$ cat src/rtl/core/gsm_pkg.sv
// Shared types and constants for the gamepad slot mapper.
package gsm_pkg;

    localparam int GSM_SLOTS   = 4;
    localparam int SHOWN_SLOTS = 4;
    localparam int ID_W        = 32;
    localparam int BTN_W       = 8;
    localparam int OP_W        = 2;
    localparam int COUNT_W     = 3;
    localparam int COUNT_MAX   = 7;

    typedef enum logic [OP_W-1:0] {
        OP_JOIN   = 2'd0,
        OP_REMOVE = 2'd1,
        OP_BUTTON = 2'd2,
        OP_FLUSH  = 2'd3
    } opcode_t;

    typedef struct packed {
        opcode_t              opcode;
        logic [ID_W-1:0]      device_id;
        logic [BTN_W-1:0]     button_mask;
        logic                 is_down;
    } item_t;

    typedef struct packed {
        logic [SHOWN_SLOTS-1:0][BTN_W-1:0] held;
        logic [SHOWN_SLOTS-1:0][BTN_W-1:0] latched;
        logic [COUNT_W-1:0]                occupied_count;
    } result_t;

endpackage

$ cat src/rtl/core/gsm_req_if.sv
// Request channel: one slot-table event per transfer.
interface gsm_req_if;
    import gsm_pkg::*;

    logic              valid;
    logic              ready;
    logic [OP_W-1:0]   opcode;
    logic [ID_W-1:0]   device_id;
    logic [BTN_W-1:0]  button_mask;
    logic              is_down;

    modport source (output valid, opcode, device_id, button_mask, is_down, input ready);
    modport sink   (input valid, opcode, device_id, button_mask, is_down, output ready);
endinterface

$ cat src/rtl/core/gsm_rsp_if.sv
// Response channel: per-slot held and latched masks plus occupied count.
interface gsm_rsp_if;
    import gsm_pkg::*;

    logic                valid;
    logic                ready;
    logic [BTN_W-1:0]    held_slot0;
    logic [BTN_W-1:0]    held_slot1;
    logic [BTN_W-1:0]    held_slot2;
    logic [BTN_W-1:0]    held_slot3;
    logic [BTN_W-1:0]    latched_slot0;
    logic [BTN_W-1:0]    latched_slot1;
    logic [BTN_W-1:0]    latched_slot2;
    logic [BTN_W-1:0]    latched_slot3;
    logic [COUNT_W-1:0]  occupied_count;

    modport source (output valid, held_slot0, held_slot1, held_slot2, held_slot3,
                    latched_slot0, latched_slot1, latched_slot2, latched_slot3,
                    occupied_count, input ready);
    modport sink   (input valid, held_slot0, held_slot1, held_slot2, held_slot3,
                    latched_slot0, latched_slot1, latched_slot2, latched_slot3,
                    occupied_count, output ready);
endinterface

$ cat src/rtl/core/gsm_slot_logic.sv
// Next-state and result logic of the slot table for one event.
module gsm_slot_logic
    import gsm_pkg::*;
#(
    parameter int SLOTS = GSM_SLOTS
)
(
    input  logic [SLOTS-1:0][ID_W-1:0]  owner,
    input  logic [SLOTS-1:0][BTN_W-1:0] held,
    input  logic [SLOTS-1:0][BTN_W-1:0] latch,
    input  item_t                       item,
    output logic [SLOTS-1:0][ID_W-1:0]  owner_next,
    output logic [SLOTS-1:0][BTN_W-1:0] held_next,
    output logic [SLOTS-1:0][BTN_W-1:0] latch_next,
    output result_t                     result
);

    localparam int IDX_W = $clog2(SLOTS);
    localparam int CNT_W = $clog2(SLOTS + 1);
    localparam int SUM_W = (CNT_W > COUNT_W) ? CNT_W : COUNT_W;

    logic [SHOWN_SLOTS-1:0][BTN_W-1:0] held_show;
    logic [SHOWN_SLOTS-1:0][BTN_W-1:0] latch_show;
    logic [COUNT_W-1:0]                count_sat;

    always_comb
    begin
        logic                          found;
        logic [CNT_W-1:0]              pos;
        logic [SLOTS-1:0][ID_W-1:0]    cleared;

        owner_next = owner;
        held_next  = held;
        latch_next = latch;
        found      = 1'b0;
        pos        = '0;
        cleared    = owner;

        case (item.opcode)
            OP_JOIN:
            begin
                // take the first empty slot
                for (int i = 0; i < SLOTS; i++)
                begin
                    if (!found && owner[i] == '0)
                    begin
                        owner_next[i] = item.device_id;
                        found         = 1'b1;
                    end
                end
            end
            OP_REMOVE:
            begin
                // clear first match, then pack nonzero ids to the front in order
                for (int i = 0; i < SLOTS; i++)
                begin
                    if (!found && owner[i] == item.device_id)
                    begin
                        cleared[i] = '0;
                        found      = 1'b1;
                    end
                end
                owner_next = '0;
                for (int i = 0; i < SLOTS; i++)
                begin
                    if (cleared[i] != '0)
                    begin
                        owner_next[pos[IDX_W-1:0]] = cleared[i];
                        pos = pos + CNT_W'(1);
                    end
                end
            end
            OP_BUTTON:
            begin
                for (int i = 0; i < SLOTS; i++)
                begin
                    if (!found && owner[i] == item.device_id)
                    begin
                        if (item.is_down)
                        begin
                            held_next[i]  = held[i] | item.button_mask;
                            latch_next[i] = latch[i] | item.button_mask;
                        end
                        else
                        begin
                            held_next[i] = held[i] & ~item.button_mask;
                        end
                        found = 1'b1;
                    end
                end
            end
            OP_FLUSH:
            begin
                latch_next = '0;
            end
            default:
            begin
                owner_next = owner;
            end
        endcase
    end

    always_comb
    begin
        logic [SUM_W-1:0] cnt;

        cnt = '0;
        for (int i = 0; i < SLOTS; i++)
        begin
            if (owner_next[i] != '0)
            begin
                cnt = cnt + SUM_W'(1);
            end
        end
        if (cnt > SUM_W'(COUNT_MAX))
        begin
            count_sat = COUNT_W'(COUNT_MAX);
        end
        else
        begin
            count_sat = cnt[COUNT_W-1:0];
        end
    end

    // slots past the table read as zero; slots past the shown range are dropped
    for (genvar g = 0; g < SHOWN_SLOTS; g++)
    begin : g_show
        if (g < SLOTS)
        begin : g_live
            assign held_show[g]  = held_next[g];
            assign latch_show[g] = latch_next[g];
        end
        else
        begin : g_none
            assign held_show[g]  = '0;
            assign latch_show[g] = '0;
        end
    end

    assign result.held           = held_show;
    assign result.latched        = latch_show;
    assign result.occupied_count = count_sat;

endmodule

$ cat src/rtl/core/gamepad_slot_mapper_with_latches.sv
// Top level of the gamepad slot mapper with held and pressed latches.
//
// Usage:
//   req carries one event per transfer: opcode (join, remove, button, flush),
//   device_id, button_mask and is_down. rsp returns one result per event:
//   held and latched masks of slots 0..3 and the occupied count, all taken
//   after the event has been applied to the slot table.
// Pipeline and throughput:
//   An event is registered in the input register at its transfer and is
//   applied to the slot table when it advances into the result register,
//   where its result is registered and rsp.valid rises with it.
//   One event per cycle is sustained while rsp.ready stays high: the input register
//   advances into the result register whenever that register is empty or
//   its result is taken in the same cycle, and the search and compaction
//   logic between the two registers is combinational.
// Reset:
//   rst_n clears the slot table, all held and latched masks and both valid
//   flags; no warm-up is needed after reset.
// Stall:
//   While rsp.ready is low the result stays put and one more event can wait
//   in the input register; req.ready drops once both registers are full.
module gamepad_slot_mapper_with_latches
    import gsm_pkg::*;
#(
    parameter int SLOTS = GSM_SLOTS
)
(
    input  logic          clk,
    input  logic          rst_n,
    gsm_req_if.sink       req,
    gsm_rsp_if.source     rsp
);

    localparam int SHOW_MAX = (SLOTS > COUNT_MAX) ? COUNT_MAX : SLOTS;

    // input stage
    logic                        in_valid_reg;
    item_t                       item_reg;

    // slot table state
    logic [SLOTS-1:0][ID_W-1:0]  owner_reg;
    logic [SLOTS-1:0][BTN_W-1:0] held_reg;
    logic [SLOTS-1:0][BTN_W-1:0] latch_reg;
    logic [SLOTS-1:0][ID_W-1:0]  owner_next;
    logic [SLOTS-1:0][BTN_W-1:0] held_next;
    logic [SLOTS-1:0][BTN_W-1:0] latch_next;

    // result stage
    logic                        out_valid_reg;
    result_t                     rsp_reg;
    result_t                     rsp_next;

    logic                        advance;
    logic                        req_fire;
    logic                        table_compact;

    // move the held event forward when the result slot frees up this cycle
    assign advance   = in_valid_reg && (!out_valid_reg || rsp.ready);
    assign req.ready = !in_valid_reg || advance;
    assign req_fire  = req.valid && req.ready;

    gsm_slot_logic #(
        .SLOTS (SLOTS)
    ) u_slot_logic (
        .owner      (owner_reg),
        .held       (held_reg),
        .latch      (latch_reg),
        .item       (item_reg),
        .owner_next (owner_next),
        .held_next  (held_next),
        .latch_next (latch_next),
        .result     (rsp_next)
    );

    always_ff @(posedge clk or negedge rst_n)
    begin
        if (!rst_n)
        begin
            in_valid_reg  <= 1'b0;
            out_valid_reg <= 1'b0;
            owner_reg     <= '0;
            held_reg      <= '0;
            latch_reg     <= '0;
        end
        else
        begin
            if (req_fire)
            begin
                in_valid_reg <= 1'b1;
            end
            else if (advance)
            begin
                in_valid_reg <= 1'b0;
            end

            if (advance)
            begin
                out_valid_reg <= 1'b1;
                owner_reg     <= owner_next;
                held_reg      <= held_next;
                latch_reg     <= latch_next;
            end
            else if (rsp.ready)
            begin
                out_valid_reg <= 1'b0;
            end
        end
    end

    // payload registers: item loads on req transfer, result on advance; hold otherwise
    always_ff @(posedge clk)
    begin
        if (req_fire)
        begin
            item_reg.opcode      <= opcode_t'(req.opcode);
            item_reg.device_id   <= req.device_id;
            item_reg.button_mask <= req.button_mask;
            item_reg.is_down     <= req.is_down;
        end
        if (advance)
        begin
            rsp_reg <= rsp_next;
        end
    end

    assign rsp.valid          = out_valid_reg;
    assign rsp.held_slot0     = rsp_reg.held[0];
    assign rsp.held_slot1     = rsp_reg.held[1];
    assign rsp.held_slot2     = rsp_reg.held[2];
    assign rsp.held_slot3     = rsp_reg.held[3];
    assign rsp.latched_slot0  = rsp_reg.latched[0];
    assign rsp.latched_slot1  = rsp_reg.latched[1];
    assign rsp.latched_slot2  = rsp_reg.latched[2];
    assign rsp.latched_slot3  = rsp_reg.latched[3];
    assign rsp.occupied_count = rsp_reg.occupied_count;

    // the table never has an empty slot ahead of an occupied one
    always_comb
    begin
        table_compact = 1'b1;
        for (int i = 0; i < SLOTS - 1; i++)
        begin
            if (owner_reg[i] == '0 && owner_reg[i+1] != '0)
            begin
                table_compact = 1'b0;
            end
        end
    end

    a_table_compact: assert property (@(posedge clk) disable iff (!rst_n)
        table_compact)
        else $error("slot table has a gap ahead of an occupied slot");

    a_count_bound: assert property (@(posedge clk) disable iff (!rst_n)
        out_valid_reg |-> rsp_reg.occupied_count <= COUNT_W'(SHOW_MAX))
        else $error("occupied count exceeds slot count");

    a_advance_fills: assert property (@(posedge clk) disable iff (!rst_n)
        advance |=> out_valid_reg)
        else $error("advanced event produced no result");

    a_no_overwrite: assert property (@(posedge clk) disable iff (!rst_n)
        (out_valid_reg && !rsp.ready) |-> !advance)
        else $error("stalled result overwritten");

    a_flush_clears: assert property (@(posedge clk) disable iff (!rst_n)
        (advance && item_reg.opcode == OP_FLUSH) |=> (latch_reg == '0 && rsp_reg.latched == '0))
        else $error("flush left latch bits set");

endmodule

$ cat src/flat_wrapper.sv
// flat-port wrapper written by rule: the top's interface ports become plain ports
module gamepad_slot_mapper_with_latches_flat import gsm_pkg::*;
#(
    parameter int SLOTS = GSM_SLOTS
)
  (clk, rst_n, req_valid, req_opcode, req_device_id, req_button_mask, req_is_down, req_ready, rsp_valid, rsp_held_slot0, rsp_held_slot1, rsp_held_slot2, rsp_held_slot3, rsp_latched_slot0, rsp_latched_slot1, rsp_latched_slot2, rsp_latched_slot3, rsp_occupied_count, rsp_ready);
  gsm_req_if req_i ();
  gsm_rsp_if rsp_i ();
  input  logic clk;
  input  logic rst_n;
  input wire logic [$bits(req_i.valid)-1:0] req_valid;
  input wire logic [$bits(req_i.opcode)-1:0] req_opcode;
  input wire logic [$bits(req_i.device_id)-1:0] req_device_id;
  input wire logic [$bits(req_i.button_mask)-1:0] req_button_mask;
  input wire logic [$bits(req_i.is_down)-1:0] req_is_down;
  output wire logic [$bits(req_i.ready)-1:0] req_ready;
  output wire logic [$bits(rsp_i.valid)-1:0] rsp_valid;
  output wire logic [$bits(rsp_i.held_slot0)-1:0] rsp_held_slot0;
  output wire logic [$bits(rsp_i.held_slot1)-1:0] rsp_held_slot1;
  output wire logic [$bits(rsp_i.held_slot2)-1:0] rsp_held_slot2;
  output wire logic [$bits(rsp_i.held_slot3)-1:0] rsp_held_slot3;
  output wire logic [$bits(rsp_i.latched_slot0)-1:0] rsp_latched_slot0;
  output wire logic [$bits(rsp_i.latched_slot1)-1:0] rsp_latched_slot1;
  output wire logic [$bits(rsp_i.latched_slot2)-1:0] rsp_latched_slot2;
  output wire logic [$bits(rsp_i.latched_slot3)-1:0] rsp_latched_slot3;
  output wire logic [$bits(rsp_i.occupied_count)-1:0] rsp_occupied_count;
  input wire logic [$bits(rsp_i.ready)-1:0] rsp_ready;
  assign req_i.valid = req_valid;
  assign req_i.opcode = req_opcode;
  assign req_i.device_id = req_device_id;
  assign req_i.button_mask = req_button_mask;
  assign req_i.is_down = req_is_down;
  assign req_ready = req_i.ready;
  assign rsp_valid = rsp_i.valid;
  assign rsp_held_slot0 = rsp_i.held_slot0;
  assign rsp_held_slot1 = rsp_i.held_slot1;
  assign rsp_held_slot2 = rsp_i.held_slot2;
  assign rsp_held_slot3 = rsp_i.held_slot3;
  assign rsp_latched_slot0 = rsp_i.latched_slot0;
  assign rsp_latched_slot1 = rsp_i.latched_slot1;
  assign rsp_latched_slot2 = rsp_i.latched_slot2;
  assign rsp_latched_slot3 = rsp_i.latched_slot3;
  assign rsp_occupied_count = rsp_i.occupied_count;
  assign rsp_i.ready = rsp_ready;
  gamepad_slot_mapper_with_latches #(.SLOTS(SLOTS)) u_core (.clk(clk), .rst_n(rst_n), .req(req_i), .rsp(rsp_i));
endmodule
$ cat config.mk
export PLATFORM = sky130hd
export DESIGN_NAME = gamepad_slot_mapper_with_latches_flat
export DESIGN_NICKNAME = d
export VERILOG_FILES = /design/src/rtl/core/gsm_pkg.sv /design/src/rtl/core/gsm_req_if.sv /design/src/rtl/core/gsm_rsp_if.sv /design/src/rtl/core/gsm_slot_logic.sv /design/src/rtl/core/gamepad_slot_mapper_with_latches.sv /design/src/flat_wrapper.sv
export SDC_FILE = /design/constraint.sdc
export NUM_CORES = 1
export LEC_CHECK = 0
export BUFFER_PORTS_ARGS = -buffer_cell sky130_fd_sc_hd__buf_4
export CAP_MARGIN = 5
export CELL_PAD_IN_SITES_DETAIL_PLACEMENT = 2
export CELL_PAD_IN_SITES_GLOBAL_PLACEMENT = 2
export CORE_UTILIZATION = 45
export CTS_CLUSTER_DIAMETER = 30
export CTS_CLUSTER_SIZE = 25
export DETAILED_ROUTE_END_ITERATION = 8
export PLACE_DENSITY_LB_ADDON = 0.1
export SYNTH_ARGS = -nofsm -noshare
export SYNTH_HDL_FRONTEND = slang
export SYNTH_HIERARCHICAL = 1
export SYNTH_SLANG_ARGS = --single-unit
$ cat constraint.sdc
create_clock -name clk -period 12.57 [get_ports clk]
set_input_delay 1.257 -clock clk [delete_from_list [all_inputs] [get_ports clk]]
set_output_delay 1.257 -clock clk [all_outputs]
set_load 0.005 [all_outputs]
==> results.py, run 1 <==
metrics = {
    "status": {
        "status": "finished clean",
    },
    "yosys": {
        "synthDistinctLibCells": 85,
        "postSynthAreaPerCell_sq_um": 10.5,
        "syn_area_sq_um": 20000,
        "synth_cells": 1898,
        "synthFlopType": "dfrtp_1",
        "synthArstFlopShare_pct": 63.8,
        "ys_seq_area_share_pct": 40.7,
        "syn-num-nets": 1952,
        "yosysWarnings": 6,
        "synth_edf_count": 110,
        "yosys_register_bits": 304,
    },
    "placement": {
        "hpwl_mm": 69.2,
        "port_buffers": 115,
        "placed_cell_area_sq_um": 20600,
        "place_congestion": 1.05,
    },
    "final_layout": {
        "drive_above_1_share_pct": 29.0,
        "largest_reg_flops": 128,
        "area_growth_pct": 19.0,
        "final_util_pct": 54.8,
        "num-nets-final": 1979,
        "final_area_sq_um": 23800,
    },
    "power_and_ir_drop": {
        "swShare_pct": 41.0,
        "p_sw_w": 0.00253,
        "seqPwrFrac_pct": 28.8,
        "vdd_drop_max_mv": 0.139,
        "p_int_w": 0.00365,
        "p_leak_nw": 9.96,
        "powerDensity_nw_per_um2": 259,
        "pwr-share-clk_pct": 39.6,
        "combPwrFrac_pct": 31.6,
    },
    "floorplanning": {
        "dieArea_sq_um": 45300,
        "die_h_um": 213,
        "pin_count": 116,
        "die_w_um": 213,
        "start_util_pct": 46.1,
        "num_rows": 76,
        "core_sq_um": 43500,
    },
    "global_routing": {
        "grt_pass1_wl_mm": 158,
        "gr-usage-all-layers_pct": 50.0,
        "grt_max_degree": 81,
        "grt_pass1_vias": 20300,
        "grt-ovfl-total": 0,
        "antenna_found_initial": 6,
    },
    "critical_path": {
        "critPathRequiredTime_ps": 12950,
        "start_kind": "register",
        "path_class": "register to register",
        "cp_max_fo": 21,
        "r2r_setup_slack_ps": 3050,
        "cp_slowest_cell": "nor4_1",
        "path_common_cell": "ha_1",
        "slowest_delay_ps": 1100,
        "cp.arrival_ps": 9900,
        "end_kind": "register",
        "crit_chain": "xor2_1, nor4_1, and4_1, a21oi_1, ha_1, o311ai_0, mux2i_2, buf_4, nand2_1, buf_4, o211ai_1, a21oi_1, or4_1, nor4_1, or4b_1, ha_1, nor3_1, nor2_1, ha_1, nand2_1, o31ai_1",
    },
    "clock_tree": {
        "cts_buffers": 86,
        "h-tree-depth": 3,
        "cts_setup_buffers": 0,
        "clk_pin_slew_ps": 80,
        "root_buffer": "clkbuf_16",
        "hold_buffers": 0,
        "clock_latency_ps": 690,
        "cts_sinks": 304,
        "cts_resized": 0,
        "clockBufferDepth": 3,
        "cts_tree": "built",
    },
    "timing": {
        "setup_tns_ps": 0,
        "clock_skew_ps": 71.7,
        "drv_slew": 0,
        "rsz0062_at_grt": "false",
        "slew_headroom_pct": 9.16,
        "period_share_pct": 75.7,
        "setup_violations": 0,
        "fmax_mhz": 105,
        "min_period_ps": 9520,
        "hold_viol_final": 0,
        "worst_pin_slew_ps": 1350,
    },
    "drt": {
        "vias_per_cell": 7.42,
        "wl_per_cell_um": 43.6,
        "drt-total-wl_mm": 113,
        "dr.pass1.iters": 8,
        "ant_nets": 0,
        "drt-initial-drc-count": 2461,
        "drc": 0,
        "via_count": 19200,
    },
    "hold_path": {
        "holdCritPathClass": "register to register",
    },
    "job": {
        "drv_cap": 0,
    },
}
## cell usage in the layout (no fill, tap or decap), types with 8 or more instances in the layout
cell type,count
clkbuf_16,87
edfxtp_1,110
bufinv_16,17
dfrtp_1,194
o22ai_1,60
a311o_1,10
nor3_1,21
mux2_2,55
xnor2_1,82
or4_1,10
a41oi_1,12
clkinvlp_4,14
a221o_1,15
a311oi_1,18
clkinv_2,13
o22a_1,21
diode_2,9
nand4_1,37
inv_1,65
a221oi_1,19
nor4_1,53
a2111oi_0,10
xor2_1,48
nand2_1,87
a22oi_1,42
a211oi_1,10
a31oi_1,15
and3_1,18
nor2_1,156
nand3_1,28
buf_4,165
o211ai_1,18
o31ai_1,8
mux2_4,169
a21oi_1,110
o21ai_0,26
clkbuf_1,13
## area by class of cell
type,count,area (sq um)
Fill cell,4150,19600
Multi-Input combinational cell,1301,10300
Sequential cell,304,8160
Clock buffer,106,2310
Timing Repair Buffer,166,1250
Clock inverter,55,852
Tap cell,585,732
Inverter,66,248
Antenna cell,9,22.5
## synth_stat cells (7+ instances only)
cell,count,area share [%]
o22a_1,21,0.92
nand2_1,88,1.6
o211ai_1,18,0.67
a2111oi_0,10,0.44
o2111ai_1,7,0.31
a211oi_1,10,0.37
a311o_1,10,0.50
xnor2_1,82,3.6
a21oi_1,111,2.8
xor2_1,48,2.1
nor3_1,22,0.55
o21ai_0,27,0.67
mux2_2,55,3.1
a221o_1,15,0.75
buf_4,71,2.7
ha_1,7,0.44
buf_2,38,0.95
edfxtp_1,110,16
or4_1,10,0.37
a31oi_1,15,0.47
o32ai_1,7,0.31
a41oi_1,12,0.52
buf_6,32,1.8
clkbuf_1,75,1.4
mux2_4,169,13
nor4_1,53,1.7
a221oi_1,19,0.83
nand3_1,29,0.72
o22ai_1,60,1.9
nand4_1,37,1.2
buf_1,10,0.19
inv_1,65,1.2
and3_1,18,0.56
a22oi_1,42,1.6
mux2i_1,8,0.40
o31ai_1,8,0.30
dfrtp_1,194,24
a311oi_1,18,0.79
and2_1,9,0.28
nor2_1,160,3.0
## power by group through the flow
stage               registers, W  clock network (W)  logic (W)
finish                   0.00178            0.00245    0.00195
global route             0.00176            0.00250    0.00196
CTS                      0.00173            0.00245    0.00184
detailed placement       0.00173                  0    0.00175
global placement         0.00173                  0    0.00170
floorplan                0.00145                  0    0.00116
## worst paths after layout
check / startpoint / depth (start not counted) / to
worst max-delay path: u_core/item_reg[27] / 21 / u_core/rsp.occupied_count[1]
worst min-delay path: u_core/latch_reg[31] / 1 / u_core/latch_reg[31]
worst max register to register: u_core/item_reg[27] / 21 / u_core/rsp.occupied_count[1]
worst min register to register: u_core/latch_reg[31] / 1 / u_core/latch_reg[31]
max in group asynchronous: rst_n / 2 / u_core/owner_reg[30]
min in group asynchronous: rst_n / 1 / u_core/owner_reg[85]
## cell families after synthesis
family          count (synthesis)  synth area share [%]
flops                         304                  40.7
compound gates                471                  17.0
simple gates                  461                  11.6
mux                           232                  16.2
xor+xnor                      130                  5.69
buf+inv                       293                  8.34
fa+ha+maj                       7                 0.437
## per-layer routing
layer / routed length [um] / global-route usage (%) / vias to the layer above
met5: 18 / 0 / -
met2: 50200 / 76.8 / 1635
met1: 40100 / 57.4 / 9823
met4: 10400 / 39.4 / 2
met3: 12200 / 16.2 / 607
li1: - / - / 7174
## critical path: cells and delay by family, from the launching register on
kind	cells	cell delay, ps
compound gates	5	1240
xor+xnor	1	150
fa+ha+maj	3	1450
buf+inv	2	750
flops	1	880
mux	1	400
simple gates	9	4270
## through the flow
step                cells  setup slack (ps)  power [W]  hold WS (ps)
global route         2585              3130    0.00622           528
floorplan            1898              6280    0.00261           447
CTS                  2583              3610    0.00602           515
finish               2592              3050    0.00618           513
detailed placement   2422              4200    0.00348           494
global placement     2422              4350    0.00342           464
No activity file was read; power rests on OpenSTA's default activity.
==> inputs of run 2 (changes only) <==
--- a/config.mk
+++ b/config.mk
@@ -9,7 +9,7 @@
 export CAP_MARGIN = 5
 export CELL_PAD_IN_SITES_DETAIL_PLACEMENT = 2
 export CELL_PAD_IN_SITES_GLOBAL_PLACEMENT = 2
-export CORE_UTILIZATION = 45
+export CORE_UTILIZATION = 41
 export CTS_CLUSTER_DIAMETER = 30
 export CTS_CLUSTER_SIZE = 25
 export DETAILED_ROUTE_END_ITERATION = 8
==> constraint.sdc (replaced) <==
create_clock -name clk -period 9.7 [get_ports clk]
set_input_delay 0.97 -clock clk [delete_from_list [all_inputs] [get_ports clk]]
set_output_delay 0.97 -clock clk [all_outputs]
set_load 0.005 [all_outputs]
==> run 2 against run 1 <==
  * Non-clock buffer count grew 18
  * Fmax grew 12%
  * Hold slack lost 180 ps
  * Largest power group unchanged
==> results.py, run 2 (synthesis results as in run 1) <==
metrics = {
    "timing": {
        "slew_headroom_pct": 14.1,
        "rsz0062_at_grt": "false",
        "setup_tns_ps": 0,
        "hold_viol_final": 0,
        "clock_skew_ps": 30.7,
        "whs_ps": 336,
        "period_share_pct": 87.5,
        "drv_slew": 0,
        "fmax_mhz": 118,
        "setup_violations": 0,
        "worst_pin_slew_ps": 1290,
        "min_period_ps": 8490,
    },
    "critical_path": {
        "start_kind": "register",
        "crit_path_end": "u_core/rsp.occupied_count[1]",
        "reg2reg_to": "u_core/rsp.occupied_count[1]",
        "r2r_start": "u_core/item_reg[18]",
        "cp.arrival_ps": 8830,
        "cp-startpoint": "u_core/item_reg[18]",
        "reg2regPathDepth": 22,
        "path_class": "register to register",
        "end_kind": "register",
        "critPathRequiredTime_ps": 10040,
        "r2r_setup_slack_ps": 1210,
        "cp_max_fo": 21,
    },
    "clock_tree": {
        "cts_buffers": 84,
        "h-tree-depth": 3,
        "cts_tree": "built",
        "root_buffer": "clkbuf_16",
        "cts_resized": 0,
        "clockBufferDepth": 3,
        "hold_buffers": 0,
        "cts_sinks": 304,
        "clk_pin_slew_ps": 50,
        "cts_setup_buffers": 0,
        "clock_latency_ps": 630,
    },
    "power_and_ir_drop": {
        "powerDensity_nw_per_um2": 312,
        "p_leak_nw": 9.95,
        "fin_total_pwr_w": 0.00741,
        "vdd_drop_max_mv": 0.164,
    },
    "global_routing": {
        "gr-usage-all-layers_pct": 40.0,
        "grt_max_degree": 111,
        "antenna_found_initial": 5,
        "grt_pass1_wl_mm": 143,
        "grt-ovfl-total": 0,
        "grt_pass1_vias": 19100,
    },
    "drt": {
        "vias_per_cell": 6.76,
        "via_count": 17800,
        "dr.pass1.iters": 5,
        "drt-initial-drc-count": 1827,
        "drt-total-wl_mm": 99.5,
        "drc": 0,
        "ant_nets": 0,
        "wl_per_cell_um": 37.9,
    },
    "final_layout": {
        "layout_common_cells": "dfrtp_1, buf_4, mux2_4",
        "area_growth_pct": 18.6,
        "largest_reg_flops": 128,
        "num-nets-final": 1995,
        "diodes": 0,
        "final_common_cell": "dfrtp_1",
        "drive_above_1_share_pct": 28.9,
    },
    "floorplanning": {
        "pin_count": 116,
        "die_h_um": 223,
        "dieArea_sq_um": 49700,
        "core_sq_um": 47900,
        "start_util_pct": 41.8,
        "num_rows": 80,
        "die_w_um": 223,
    },
    "placement": {
        "hpwl_mm": 67.2,
        "place_congestion": 1.01,
        "port_buffers": 115,
    },
    "hold_path": {
        "holdCritPathClass": "input port to asynchronous set/reset pin",
    },
    "job": {
        "drv_cap": 0,
    },
    "status": {
        "status": "finished clean",
    },
}
## run 2: cell count changes in the layout (fill, tap and decap cells not counted), sizes merged
cell	previous run	this run
inv	69	67
clkinvlp	14	8
bufinv	17	8
clkinv	21	16
buf	166	184
clkbuf	106	123
diode	9	0
## run 2: how the worst min path moves through the flow
stage / from / endpoint / slack (ps) / cells after the start
floorplan: u_core/in_valid_reg / u_core/rsp.valid / 450 / 1
global placement: u_core/in_valid_reg / u_core/rsp.valid / 460 / 1
detailed placement: u_core/in_valid_reg / u_core/rsp.valid / 490 / 1
CTS: rst_n / u_core/owner_reg[103] / 370 / 1
global route: rst_n / u_core/owner_reg[123] / 370 / 1
finish: rst_n / u_core/owner_reg[123] / 340 / 1
## run 2: per-layer routing
layer  GRT usage [%]  vias to the layer above  share of wire, %
met5               0                        -             0.054
met4            23.9                        8               6.3
met3            9.51                      333               8.5
met2            63.3                      992                46
met1            49.5                     9235                39
li1                -                     7183                 -
## run 2: worst max-delay path, cell delays in order, from the launching register on
cell,delay [ps]
edfxtp_1,700
xnor2_1,570
nand4_1,190
nor2_1,560
and4_1,310
buf_4,270
a21oi_1,160
ha_1,300
buf_4,270
o311ai_0,220
mux2i_2,450
nand2_1,590
nor3_1,430
o32ai_1,120
or4_1,440
or4b_1,630
nor4b_1,820
ha_1,350
a21boi_0,260
nor2_1,70
ha_1,280
nand2_1,70
o31ai_1,90
## run 2: layout make-up
type / instances / area (sq um)
multi-input combinational: 1301 / 10300
sequential: 304 / 8160
clock inverter: 33 / 467
clock buffer: 123 / 2430
inverter: 66 / 248
fill: 4779 / 24200
tap: 615 / 769
timing repair buffer: 184 / 1400
## run 2: where the power goes
part	switching, W	total [W]	internal, W	leakage (nW)
Combinational	0.00132	0.00232	0.00101	5.08
Clock	0.000876	0.00282	0.00194	1.39
Sequential	0.000691	0.00227	0.00158	3.48
Total	0.00288	0.00741	0.00453	9.95
## run 2: stage by stage
| step | cells | utilization (%) | instance area, sq um | setup WS [ps] |
|---|---|---|---|---|
| floorplan | 1898 | - | 20000 | 3410 |
| global placement | 2470 | 43.5 | 20800 | 1610 |
| detailed placement | 2470 | 43.5 | 20800 | 1670 |
| CTS | 2626 | 49.5 | 23700 | 1570 |
| global route | 2626 | 49.5 | 23700 | 1050 |
| finish | 2626 | 49.5 | 23700 | 1210 |
